File: src/hw/rtl/pending_read_match_queue_unit_defines.svh
// ---------------------------------------------------------------------------
// Assertion macros for the pending read match queue
// Implication and next-cycle implication checks, gated by the active-low reset.
// ---------------------------------------------------------------------------
`ifndef PENDING_READ_MATCH_QUEUE_UNIT_DEFINES_SVH
`define PENDING_READ_MATCH_QUEUE_UNIT_DEFINES_SVH

// same-cycle implication
`define PRMQ_ASSERT_IMP(label, clk, rst_n, ante, cons) \
    label: assert property (@(posedge clk) disable iff (!rst_n) (ante) |-> (cons)) \
        else $error("prmq assertion failed");

// next-cycle implication
`define PRMQ_ASSERT_NXT(label, clk, rst_n, ante, cons) \
    label: assert property (@(posedge clk) disable iff (!rst_n) (ante) |=> (cons)) \
        else $error("prmq assertion failed");

`endif

File: src/hw/rtl/prmq_pkg.sv
`timescale 1ns / 1ps
// ---------------------------------------------------------------------------
// Pending read match queue package
// Field widths, codes and transfer types shared by the queue modules.
// ---------------------------------------------------------------------------
package prmq_pkg;

    localparam int DEFAULT_SLOTS = 64;
    localparam int TAG_W         = 8;
    localparam int ADDR_W        = 64;
    localparam int LEN_W         = 12;
    localparam int OCC_W         = 6;

    // item function codes
    typedef enum logic [1:0] {
        FUNC_ENQ    = 2'd0,
        FUNC_REPLY  = 2'd1,
        FUNC_CANCEL = 2'd2
    } t_func;

    // result kinds
    typedef enum logic [1:0] {
        KIND_ENQ    = 2'd0,
        KIND_FULL   = 2'd1,
        KIND_ANSWER = 2'd2,
        KIND_FLUSH  = 2'd3
    } t_kind;

    // sequencer states
    typedef enum logic [1:0] {
        ST_IDLE,
        ST_MATCH,
        ST_FLUSH
    } t_state;

    // input item
    typedef struct packed {
        t_func              func;
        logic [TAG_W-1:0]   tag;
        logic [ADDR_W-1:0]  address;
        logic [LEN_W-1:0]   request_length;
        logic [LEN_W-1:0]   reply_length;
    } t_req;

    // result item
    typedef struct packed {
        logic [TAG_W-1:0]   result_tag;
        t_kind              kind;
        logic [LEN_W-1:0]   delivered_length;
        logic [OCC_W-1:0]   occupancy;
        logic               last;
    } t_rsp;

    // one pending request held in a cell
    typedef struct packed {
        logic [ADDR_W-1:0]  addr;
        logic [TAG_W-1:0]   tag;
        logic [LEN_W-1:0]   len;
    } t_entry;

    // per-cell control
    typedef struct packed {
        logic load;   // capture the new request
        logic shift;  // take the entry of the next younger cell
        logic cmp;    // cell is live and a reply address is offered
    } t_cell_ctl;

endpackage

File: src/hw/rtl/prmq_cell.sv
`timescale 1ns / 1ps
// ---------------------------------------------------------------------------
// Pending read match queue cell
// Holds one pending request, shifts toward the oldest end and compares a
// reply address against its stored address.
// ---------------------------------------------------------------------------
module prmq_cell (
    input  logic                          i_clk,
    input  prmq_pkg::t_cell_ctl           i_ctl,
    input  prmq_pkg::t_entry              i_new,
    input  prmq_pkg::t_entry              i_up,
    input  logic [prmq_pkg::ADDR_W-1:0]   i_addr,
    output prmq_pkg::t_entry              o_entry,
    output logic                          o_hit
);

    prmq_pkg::t_entry r_entry;
    logic             r_hit;

    // entry storage: load from the request or take the younger neighbor
    always_ff @(posedge i_clk) begin
        if (i_ctl.load) begin
            r_entry <= i_new;
        end else if (i_ctl.shift) begin
            r_entry <= i_up;
        end
    end

    // address compare, registered for the next cycle
    always_ff @(posedge i_clk) begin
        r_hit <= i_ctl.cmp && (i_addr == r_entry.addr);
    end

    assign o_entry = r_entry;
    assign o_hit   = r_hit;

endmodule

File: config.mk
export PLATFORM = sky130hd
export DESIGN_NAME = prmq_cell
export DESIGN_NICKNAME = d
export VERILOG_FILES = /design/src/hw/rtl/pending_read_match_queue_unit_defines.svh /design/src/hw/rtl/prmq_pkg.sv /design/src/hw/rtl/prmq_cell.sv
export SDC_FILE = /design/constraint.sdc
export NUM_CORES = 1
export LEC_CHECK = 0
export BUFFER_PORTS_ARGS = -buffer_cell sky130_fd_sc_hd__clkbuf_2
export CORE_AREA = 2 2 125 127
export DETAILED_ROUTE_END_ITERATION = 8
export DIE_AREA = 0 0 127 129
export SYNTH_ARGS = -nofsm -noshare
export SYNTH_HDL_FRONTEND = slang
export SYNTH_SLANG_ARGS = --single-unit
File: constraint.sdc
create_clock -name i_clk -period 3.83 [get_ports i_clk]
set_input_delay 0.383 -clock i_clk [delete_from_list [all_inputs] [get_ports i_clk]]
set_output_delay 0.383 -clock i_clk [all_outputs]
set_load 0.1 [all_outputs]
# Word level (Yosys, flattened, before mapping)
# Index checks and enable logic that the tools add are counted.
# W data, S select, Z words.
[totals] output_inout_bits=85 wordCells=9 in_bits=236 ff_bits=85
[op_classes] n_mux=2 reduce_logical=2 eq_ne=1
[ops] cell="$mux W84" count=2
[ops] cell="$eq A64 B64 Y1" count=1
[ops] cell="$reduce_bool A2 Y1" count=1
[ops] cell="$logic_and A1 B1 Y1" count=1

# Depth between registers and ports, before layout
# Gate-level depths: netlist of the first run.
[depth] word_depth=2 depth_mapped=5 mapped_depth_nobuf=5

# Worst setup path before layout of the first run
# No wires, ideal clock.
[synth_path] path_kind="input-to-reg" start="in i_ctl[2] (netlist name)" end="reg r_entry (netlist bit o_entry[0]) (enable)" arrival_ps=2674 n_path_buf=2 cell_stages=3 setup_ps=448 t_required_ps=3382 setup_slack_ps=708 path_cell_list="buf_2 -> buf_2 -> or2_1"
[synth_between] elab_chain_len=1
[synth_lines] element="start: declaration" line="prmq_cell.sv:9" text="input prmq_pkg::t_cell_ctl i_ctl,"
[synth_lines] element="$reduce_bool A2 Y1 (no line)"
[synth_lines] element="end signal: assignment" line="prmq_cell.sv:23" text="r_entry <= i_new;"
[synth_lines] element="end signal: assignment" line="prmq_cell.sv:25" text="r_entry <= i_up;"
[synth_lines] element="end: declaration" line="prmq_cell.sv:17" text="prmq_pkg::t_entry r_entry;"
# No other way between the ends.
# A chain may end at the register's enable or synchronous reset.

# Worst setup path after layout of the first run
[layout_path] start="reg r_entry (netlist bit o_entry[25])" end="reg r_hit, in the netlist o_hit"
[layout_between] elab_chain_len=2
[layout_lines] element="$eq A64 B64 Y1" line="prmq_cell.sv:31" text="r_hit <= i_ctl.cmp && (i_addr == r_entry.addr);"
[layout_lines] element="$logic_and A1 B1 Y1" line="prmq_cell.sv:31"
[layout_lines] element="end signal: assignment" line="prmq_cell.sv:31"
[layout_lines] element="end: declaration" line="prmq_cell.sv:18" text="logic r_hit;"
# No other way between the ends.

==> out/metrics.yaml, run 1 <==
layout:
  regArea_mm2: 0.00254
  multi_input_area_mm2: 0.00167
  layout-drive-gt1-share_pct: 66.9
  final_cells: 789
  diodes: 0
  syn2layout_area_growth_pct: 50.1
  stdcell_area_mm2: 0.00642
  nets: 832
  fillers: 1445
yosys:
  syn_avg_cell_area_um2: 15.8
  syn_nets: 507
  syn_inst: 271
  synth_area_mm2: 0.00428
  seq_area_frac_synth_pct: 59.4
  ys_seq_elements: 85
  yosysWarningCount: 0
  ys_types: 23
grt:
  grt_pass1_vias: 3647
  grt_pass1_wl_um: 18700
  grt_util_all_layers_pct: 15.3
  grt_antenna_before_repair: 0
  grt_max_degree: 48
  overflow: 0
clocking:
  ctsHoldBuffers: 0
  clock_latency_ns: 0.34
  cts_tree: "done"
  cts_sinks: 85
  cts_buffers: 9
  htreeDepth: 3
  cts_max_path_buffers: 2
  cts_resized: 0
  cts.clk_slew.worst_paths_ns: 0.07
  cts_root_buffer: "clkbuf_16"
  post_cts_buffers: 0
route:
  firstDrtPassIters: 4
  ant_nets: 0
  dr_total_vias: 3478
  wl_per_cell_um: 16.5
  drt_iter0_drc: 104
  wl_um: 13000
  drcViolationCount: 0
  viasPerCell: 4.41
pwr:
  ir_drop_v: 0.000244
  combPwrFrac_pct: 35.4
  p_switching_mw: 1.34
  switching_share_pct: 40.3
  clkPwrFrac_pct: 28.4
  p_int_mw: 1.99
  seqPwrFrac_pct: 36.3
  power_density_mw_per_mm2: 520
  p_total_mw: 3.34
  p_leak_nw: 2.90
hold_path:
  hold_class: "in -> reg"
critical_path:
  critPathTopFamily: "simple AND/OR/NAND/NOR gates"
  slowest_stage: "nor4_1"
  cp-start-kind: "register"
  critPathRequiredTime_ns: 4.07
  critPathMostFrequentCell: "nand4_1"
  cp_max_fo: 2
  worst-path-buf-inv: 0
  endpoint_kind: "register"
  cpPeakStageDelay_ns: 0.52
  cp_cell_sequence: "xnor2_1 -> nand4_1 -> nor4_1 -> nand4_1 -> nor4_2"
  cp.arrival_ns: 2.20
  criticalPathCategory: "reg -> reg"
outcome:
  status: "finished clean"
placement:
  gp_congestion: 0.799
  dp_hpwl_um: 10800
  place_ws_ns: 1.55
  place_inst: 773
  placed_cell_area_mm2: 0.00610
  port_buffers: 320
sta:
  min_period_over_period_pct: 51.1
  finalSetupViolCount: 0
  period_needed_ns: 1.96
  slew-limit-headroom_pct: 56.7
  worst_pin_slew_ns: 0.643
  fin_skew_ns: 0.0120
  final.setup.tns_ns: 0
  slew_violations: 0
  final.setup.worst_slack_ns: 1.87
  max_freq_mhz: 511
  rsz0062_at_grt: "no"
  finalHoldViolCount: 0
floorplanning:
  rows: 45
  initial_core_util_pct: 28.6
  die_h_um: 129
  die-area_mm2: 0.0164
  io_pins: 321
  die_x_um: 127
  coreArea_mm2: 0.0150
job:
  maxCapViolations: 0
==> path summary, 6_finish.rpt <==
kind / startpoint / endpoint / slack, ns / depth (start not counted)
worst min-delay path: i_up[63] / o_entry[63]$_DFFE_PP_ / 0.32 / 2
worst max-delay path: o_entry[25]$_DFFE_PP_ / o_hit$_DFF_P_ / 1.87 / 5
worst max register to register: o_entry[25]$_DFFE_PP_ / o_hit$_DFF_P_ / 1.87 / 5
worst min register to register: o_entry[42]$_DFFE_PP_ / o_hit$_DFF_P_ / 0.66 / 3
==> state kept, by name (all words and copies together) (netlist names) <==
name,count
o_entry,84
o_hit,1
==> power by group through the flow <==
stage          clock network [mW]  registers, mW  logic [mW]
2_1_floorplan                   0           1.95       0.191
3_3_place_gp                    0           1.23        1.18
3_5_place_dp                    0           1.23        1.19
4_1_cts                     0.974           1.21        1.19
5_1_grt                      1.02           1.22        1.22
6_report                    0.946           1.21        1.18
==> cells in the mapped netlist (all sizes together) <==
master | number | area (um^2)
o22ai | 2 | 12.5
or2 | 1 | 6.26
a2bb2oi | 1 | 8.76
a2111oi | 1 | 8.76
a22oi | 1 | 7.51
dfxtp | 1 | 20.0
and3 | 1 | 6.26
nor4 | 6 | 65.1
edfxtp | 84 | 2520
buf | 9 | 45.0
clkinv | 1 | 3.75
a221oi | 1 | 8.76
mux2 | 84 | 946
nand4 | 13 | 81.3
xnor2 | 44 | 385
inv | 5 | 18.8
nor2 | 1 | 3.75
xor2 | 14 | 123
o21ai | 1 | 5.00
==> cell usage in the layout, fill, tap and decap left out <==
| cell type | instances |
|---|---|
| clkbuf_2 | 319 |
| edfxtp_1 | 84 |
| mux2_2 | 59 |
| xnor2_1 | 44 |
| mux2_1 | 25 |
| xor2_1 | 14 |
| nand4_1 | 13 |
| clkbuf_16 | 9 |
| inv_1 | 4 |
| buf_4 | 4 |
| nor4_1 | 3 |
| nor4_2 | 2 |
| o22ai_1 | 2 |
| inv_6 | 2 |
| bufinv_16 | 2 |
| nor4_4 | 1 |
| clkinv_1 | 1 |
| inv_2 | 1 |
| a2111oi_0 | 1 |
| nor2_1 | 1 |
| a221oi_1 | 1 |
| a2bb2oi_1 | 1 |
| a22oi_1 | 1 |
| and3_1 | 1 |
| o21ai_0 | 1 |
| or2_4 | 1 |
| clkbuf_1 | 1 |
| clkinvlp_4 | 1 |
| clkinv_4 | 1 |
| dfxtp_1 | 1 |
==> area by class of cell <==
class                           instances  area share (%)
Sequential cell                        85            39.6
Timing Repair Buffer                  323            25.3
Clock inverter                          6            1.46
Multi-Input combinational cell        171            26.0
Inverter                                6           0.351
Clock buffer                           10            3.57
Tap cell                              188            3.66
==> cell families (layout without fill, tap and decap cells) <==
| logic type | after synthesis | in the layout | share of synthesized area, % |
|---|---|---|---|
| AO/OA/AOI/OAI | 7 | 7 | 1.20 |
| XOR/XNOR | 58 | 58 | 11.9 |
| buffers and inverters | 15 | 345 | 1.58 |
| flip-flops | 85 | 85 | 59.4 |
| multiplexers | 84 | 84 | 22.1 |
| AND/OR/NAND/NOR | 22 | 22 | 3.80 |
==> stage by stage <==
step,util [%],hold WS (ns)
4_1_cts,42.9,0.306
5_1_grt,42.9,0.312
3_5_place_dp,40.7,0.655
6_report,42.9,0.321
2_1_floorplan,-,0.584
3_3_place_gp,40.7,0.642
==> metal layers <==
metal  part of all wire (%)  GRT usage (%)
met1                     37           16.7
met2                     53           28.2
met3                    9.3           5.57
met4                   0.74           3.68
met5                      0              0
Power figures use the tool's default switching activity.
==> inputs of run 2 (changes only) <==
==> constraint.sdc (replaced) <==
create_clock -name i_clk -period 1.8 [get_ports i_clk]
set_input_delay 0.18 -clock i_clk [delete_from_list [all_inputs] [get_ports i_clk]]
set_output_delay 0.18 -clock i_clk [all_outputs]
set_load 0.1 [all_outputs]
==> out/metrics.yaml, run 2 (same netlist as run 1, synthesis figures left out) <==
outcome:
  status: "finished clean"  # unchanged
layout:
  diodes: 0  # unchanged
  layout-drive-gt1-share_pct: 66.9  # about the same
  mostFrequentLayoutCell: "clkbuf_2"  # unchanged
  multi_input_area_mm2: 0.00168  # was 0.00167 mm^2
  regArea_mm2: 0.00254  # unchanged
  fillers: 1440  # was 1445
  final_cells: 792  # was 789
  stdcell_area_mm2: 0.00646  # was 0.00642 mm^2
  largest_reg_flops: 84  # unchanged
  final_cell_mix: "clkbuf_2, edfxtp_1, mux2_2"  # unchanged
  nets: 835  # was 832
  syn2layout_area_growth_pct: 51.0  # was 50.1%
  utilization_pct: 43.1  # was 42.9%
placement:
  placed_cell_area_mm2: 0.00617  # was 0.00610 mm^2
  gp_congestion: 0.791  # was 0.799
  place_inst: 776  # was 773
  port_buffers: 320  # unchanged
  dp_hpwl_um: 10700  # was 10800 um
  place_ws_ns: 0.0993  # was 1.55 ns
grt:
  grt_util_all_layers_pct: 15.4  # was 15.3%
  grt_pass1_vias: 3707  # was 3647
  grt_antenna_before_repair: 0  # unchanged
  grt_max_degree: 42  # was 48
  overflow: 0  # unchanged
  grt_pass1_wl_um: 19000  # was 18700 um
sta:
  whs_ns: 0.122  # was 0.321 ns
  finalSetupViolCount: 0  # unchanged
  max_freq_mhz: 634  # was 511 MHz
  min_period_over_period_pct: 87.6  # was 51.1%
  rsz0062_at_grt: "no"  # unchanged
  slew_violations: 0  # unchanged
  period_needed_ns: 1.58  # was 1.96 ns
  worst_pin_slew_ns: 0.578  # was 0.643 ns
  fin_skew_ns: 0.00457  # was 0.0120 ns
  final.setup.tns_ns: 0  # unchanged
  final.setup.worst_slack_ns: 0.223  # was 1.87 ns
  slew-limit-headroom_pct: 61.6  # was 56.7%
  finalHoldViolCount: 0  # unchanged
critical_path:
  r2r_slack_ns: 0.22  # was 1.87 ns
  cp_cell_sequence: "xnor2_1 -> nand4_1 -> nor4_2 -> buf_4 -> nand4_1 -> nor4_2"  # was xnor2_1 -> nand4_1 -> nor4_1 -> nand4_1 -> nor4_2
  cp-start-kind: "register"  # unchanged
  cpPeakStageDelay_ns: 0.41  # was 0.52 ns
  criticalPathCategory: "reg -> reg"  # unchanged
  slowest_stage: "edfxtp_1"  # was nor4_1
  critPathRequiredTime_ns: 2.05  # was 4.07 ns
  cp_max_fo: 2  # unchanged
  cp.arrival_ns: 1.83  # was 2.20 ns
  endpoint_kind: "register"  # unchanged
pwr:
  p_total_mw: 6.91  # was 3.34 mW
  ir_drop_v: 0.000442  # was 0.000244 V
  power_density_mw_per_mm2: 1070  # was 520 mW/mm^2
  p_leak_nw: 2.92  # was 2.90 nW
route:
  dr_total_vias: 3524  # was 3478
  ant_nets: 0  # unchanged
  viasPerCell: 4.45  # was 4.41
  firstDrtPassIters: 4  # unchanged
  wl_per_cell_um: 16.1  # was 16.5 um
  wl_um: 12800  # was 13000 um
  drt_iter0_drc: 137  # was 104
  drcViolationCount: 0  # unchanged
clocking:
  cts_max_path_buffers: 2  # unchanged
  ctsHoldBuffers: 0  # unchanged
  cts.clk_slew.worst_paths_ns: 0.06  # was 0.07 ns
  cts_root_buffer: "clkbuf_16"  # unchanged
  cts_sinks: 85  # unchanged
  cts_buffers: 9  # unchanged
  clock_latency_ns: 0.34  # about the same
  htreeDepth: 3  # unchanged
  cts_tree: "done"  # unchanged
floorplanning:
  die_h_um: 129  # unchanged
  coreArea_mm2: 0.0150  # unchanged
  die_x_um: 127  # unchanged
  rows: 45  # unchanged
  initial_core_util_pct: 28.6  # unchanged
  die-area_mm2: 0.0164  # unchanged
  io_pins: 321  # unchanged
job:
  maxCapViolations: 0  # unchanged
hold_path:
  hold_class: "in -> reg"  # unchanged
-- run 2: area by class of cell --
type,count,share of cell area [%]
flip-flops and latches,85,39.4
repair buffers,326,26.3
multi-input cells,171,26.0
well taps,188,3.64
clock buffers,11,3.60
clock inverters,5,0.794
inverters,6,0.349
-- run 2: worst paths after layout --
| kind | start | end | depth (start not counted) |
|---|---|---|---|
| worst max-delay path | o_entry[82]$_DFFE_PP_ | o_hit$_DFF_P_ | 6 |
| worst min-delay path | i_up[56] | o_entry[56]$_DFFE_PP_ | 2 |
| worst max register to register | o_entry[82]$_DFFE_PP_ | o_hit$_DFF_P_ | 6 |
| worst min register to register | o_entry[74]$_DFFE_PP_ | o_hit$_DFF_P_ | 3 |
-- run 2: layer usage --
metal,routed length [um],part of all wire (%),vias to the layer above,global-route usage [%]
met2,6750,53,191,28.5
met1,4540,36,1631,15.9
met4,256,2.0,0,6.33
met3,1210,9.5,18,5.24
li1,-,-,1684,-
met5,0,0,-,0
-- run 2: what timing repair did --
action | 4_1_cts | 5_1_grt
resized for setup | 0 | 1
buffers inserted | 0 | 0
setup endpoints to repair | 0 | 1
-- run 2: where the power goes --
part | total [mW] | internal, mW | leakage, nW | switching [mW]
logic | 2.54 | 0.589 | 1.92 | 1.95
registers | 2.56 | 2.43 | 0.864 | 0.129
clock network | 1.80 | 1.07 | 0.137 | 0.737
-- run 2: worst max-delay path: cells and delay by family, from the launching register on --
family / cells / cell delay [ns]
flops: 1 / 0.41
buf+inv: 1 / 0.15
xor+xnor: 1 / 0.20
simple gates: 4 / 0.73
==> inputs of run 3 (changes only) <==
--- a/config.mk
+++ b/config.mk
@@ -7,6 +7,7 @@
 export LEC_CHECK = 0
 export BUFFER_PORTS_ARGS = -buffer_cell sky130_fd_sc_hd__clkbuf_2
 export CORE_AREA = 2 2 125 127
+export CTS_BUF_LIST = sky130_fd_sc_hd__clkbuf_8 sky130_fd_sc_hd__clkbuf_16
 export DETAILED_ROUTE_END_ITERATION = 8
 export DIE_AREA = 0 0 127 129
 export SYNTH_ARGS = -nofsm -noshare
==> out/metrics.yaml, run 3 (same netlist as run 1, synthesis figures left out) <==
route:
  ant_nets: 0  # unchanged
  wl_um: 12800  # about the same
  wl_per_cell_um: 16.1  # about the same
  viasPerCell: 4.45  # about the same
  dr_total_vias: 3522  # was 3524
  drt_iter0_drc: 136  # was 137
  drcViolationCount: 0  # unchanged
  firstDrtPassIters: 4  # unchanged
sta:
  slew_violations: 0  # unchanged
  finalHoldViolCount: 0  # unchanged
  worst_pin_slew_ns: 0.578  # unchanged
  max_freq_mhz: 634  # about the same
  period_needed_ns: 1.58  # about the same
  fin_skew_ns: 0.00491  # was 0.00457 ns
  final.setup.worst_slack_ns: 0.223  # about the same
  min_period_over_period_pct: 87.6  # about the same
  finalSetupViolCount: 0  # unchanged
  rsz0062_at_grt: "no"  # unchanged
  final.setup.tns_ns: 0  # unchanged
  slew-limit-headroom_pct: 61.6  # unchanged
pwr:
  power_density_mw_per_mm2: 1070  # about the same
  p_total_mw: 6.90  # was 6.91 mW
  p_leak_nw: 2.93  # was 2.92 nW
  ir_drop_v: 0.000442  # unchanged
clocking:
  cts_max_path_buffers: 2  # unchanged
  clock_latency_ns: 0.34  # about the same
  cts_sinks: 85  # unchanged
  cts_tree: "done"  # unchanged
  cts_root_buffer: "clkbuf_16"  # unchanged
  ctsHoldBuffers: 0  # unchanged
  cts.clk_slew.worst_paths_ns: 0.06  # about the same
  htreeDepth: 3  # unchanged
  cts_buffers: 9  # unchanged
  post_cts_buffers: 0  # unchanged
layout:
  final_cell_mix: "clkbuf_2, edfxtp_1, mux2_2"  # unchanged
  largest_reg_flops: 84  # unchanged
  multi_input_area_mm2: 0.00168  # unchanged
  diodes: 0  # unchanged
  stdcell_area_mm2: 0.00646  # unchanged
  regArea_mm2: 0.00254  # unchanged
  layout-drive-gt1-share_pct: 66.9  # unchanged
  mostFrequentLayoutCell: "clkbuf_2"  # unchanged
  syn2layout_area_growth_pct: 51.0  # unchanged
  fillers: 1440  # unchanged
  nets: 835  # unchanged
floorplanning:
  die-area_mm2: 0.0164  # unchanged
  die_x_um: 127  # unchanged
  io_pins: 321  # unchanged
  die_h_um: 129  # unchanged
  coreArea_mm2: 0.0150  # unchanged
  initial_core_util_pct: 28.6  # unchanged
  rows: 45  # unchanged
job:
  maxCapViolations: 0  # unchanged
critical_path:
  endpoint_kind: "register"  # unchanged
  cp.arrival_ns: 1.83  # about the same
  critPathRequiredTime_ns: 2.05  # about the same
  cp-start-kind: "register"  # unchanged
  cp_max_fo: 2  # unchanged
  criticalPathCategory: "reg -> reg"  # unchanged
grt:
  overflow: 0  # unchanged
  grt_max_degree: 42  # unchanged
  grt_pass1_vias: 3707  # unchanged
  grt_util_all_layers_pct: 15.4  # unchanged
  grt_pass1_wl_um: 19000  # unchanged
  grt_antenna_before_repair: 0  # unchanged
placement:
  dp_hpwl_um: 10700  # unchanged
  gp_congestion: 0.791  # unchanged
  port_buffers: 320  # unchanged
  place_ws_ns: 0.0993  # unchanged
  placed_cell_area_mm2: 0.00617  # unchanged
hold_path:
  hold_class: "in -> reg"  # unchanged
outcome:
  status: "finished clean"  # unchanged
## run 3: metal layers
| metal | global-route usage (%) | routed length, um | vias up |
|---|---|---|---|
| li1 | - | - | 1685 |
| met1 | 15.9 | 4550 | 1628 |
| met2 | 28.5 | 6750 | 191 |
| met3 | 5.24 | 1210 | 18 |
| met4 | 6.33 | 256 | 0 |
| met5 | 0 | 0 | - |
## run 3: power breakdown
| part | switching (mW) | leakage, nW | internal (mW) |
|---|---|---|---|
| Combinational | 1.95 | 1.92 | 0.589 |
| Clock | 0.738 | 0.145 | 1.05 |
| Sequential | 0.129 | 0.864 | 2.43 |
## run 3: stage by stage
step | hold slack [ns] | cells | utilization [%]
2_1_floorplan | 0.381 | 271 | -
3_3_place_gp | 0.468 | 776 | 41.2
3_5_place_dp | 0.468 | 776 | 41.2
4_1_cts | 0.110 | 792 | 43.1
5_1_grt | 0.116 | 792 | 43.1
6_report | 0.122 | 792 | 43.1
## run 3: worst paths after layout
kind | to | cells after the start | from | slack [ns]
setup / recovery | o_hit$_DFF_P_ | 6 | o_entry[82]$_DFFE_PP_ | 0.22
hold / removal | o_entry[56]$_DFFE_PP_ | 2 | i_up[56] | 0.12
setup reg to reg | o_hit$_DFF_P_ | 6 | o_entry[82]$_DFFE_PP_ | 0.22
hold reg to reg | o_hit$_DFF_P_ | 3 | o_entry[74]$_DFFE_PP_ | 0.64
## run 3: area by class of cell
cell class                      count  area share, %
Multi-Input combinational cell    171           26.0
Tap cell                          188           3.64
Sequential cell                    85           39.4
Clock inverter                      7          0.910
Timing Repair Buffer              326           26.3
Clock buffer                        9           3.49
Inverter                            6          0.349
## run 3: repair_timing
action | 4_1_cts | 5_1_grt
resized for setup | 0 | 1
setup endpoints to repair | 0 | 1
hold endpoints to repair | 0 | 0
## run 3: worst max-delay path, cell delays in order, from the launching register on
cell,delay [ns]
edfxtp_1,0.41
xnor2_1,0.20
nand4_1,0.18
nor4_2,0.32
buf_4,0.15
nand4_1,0.09
nor4_2,0.14
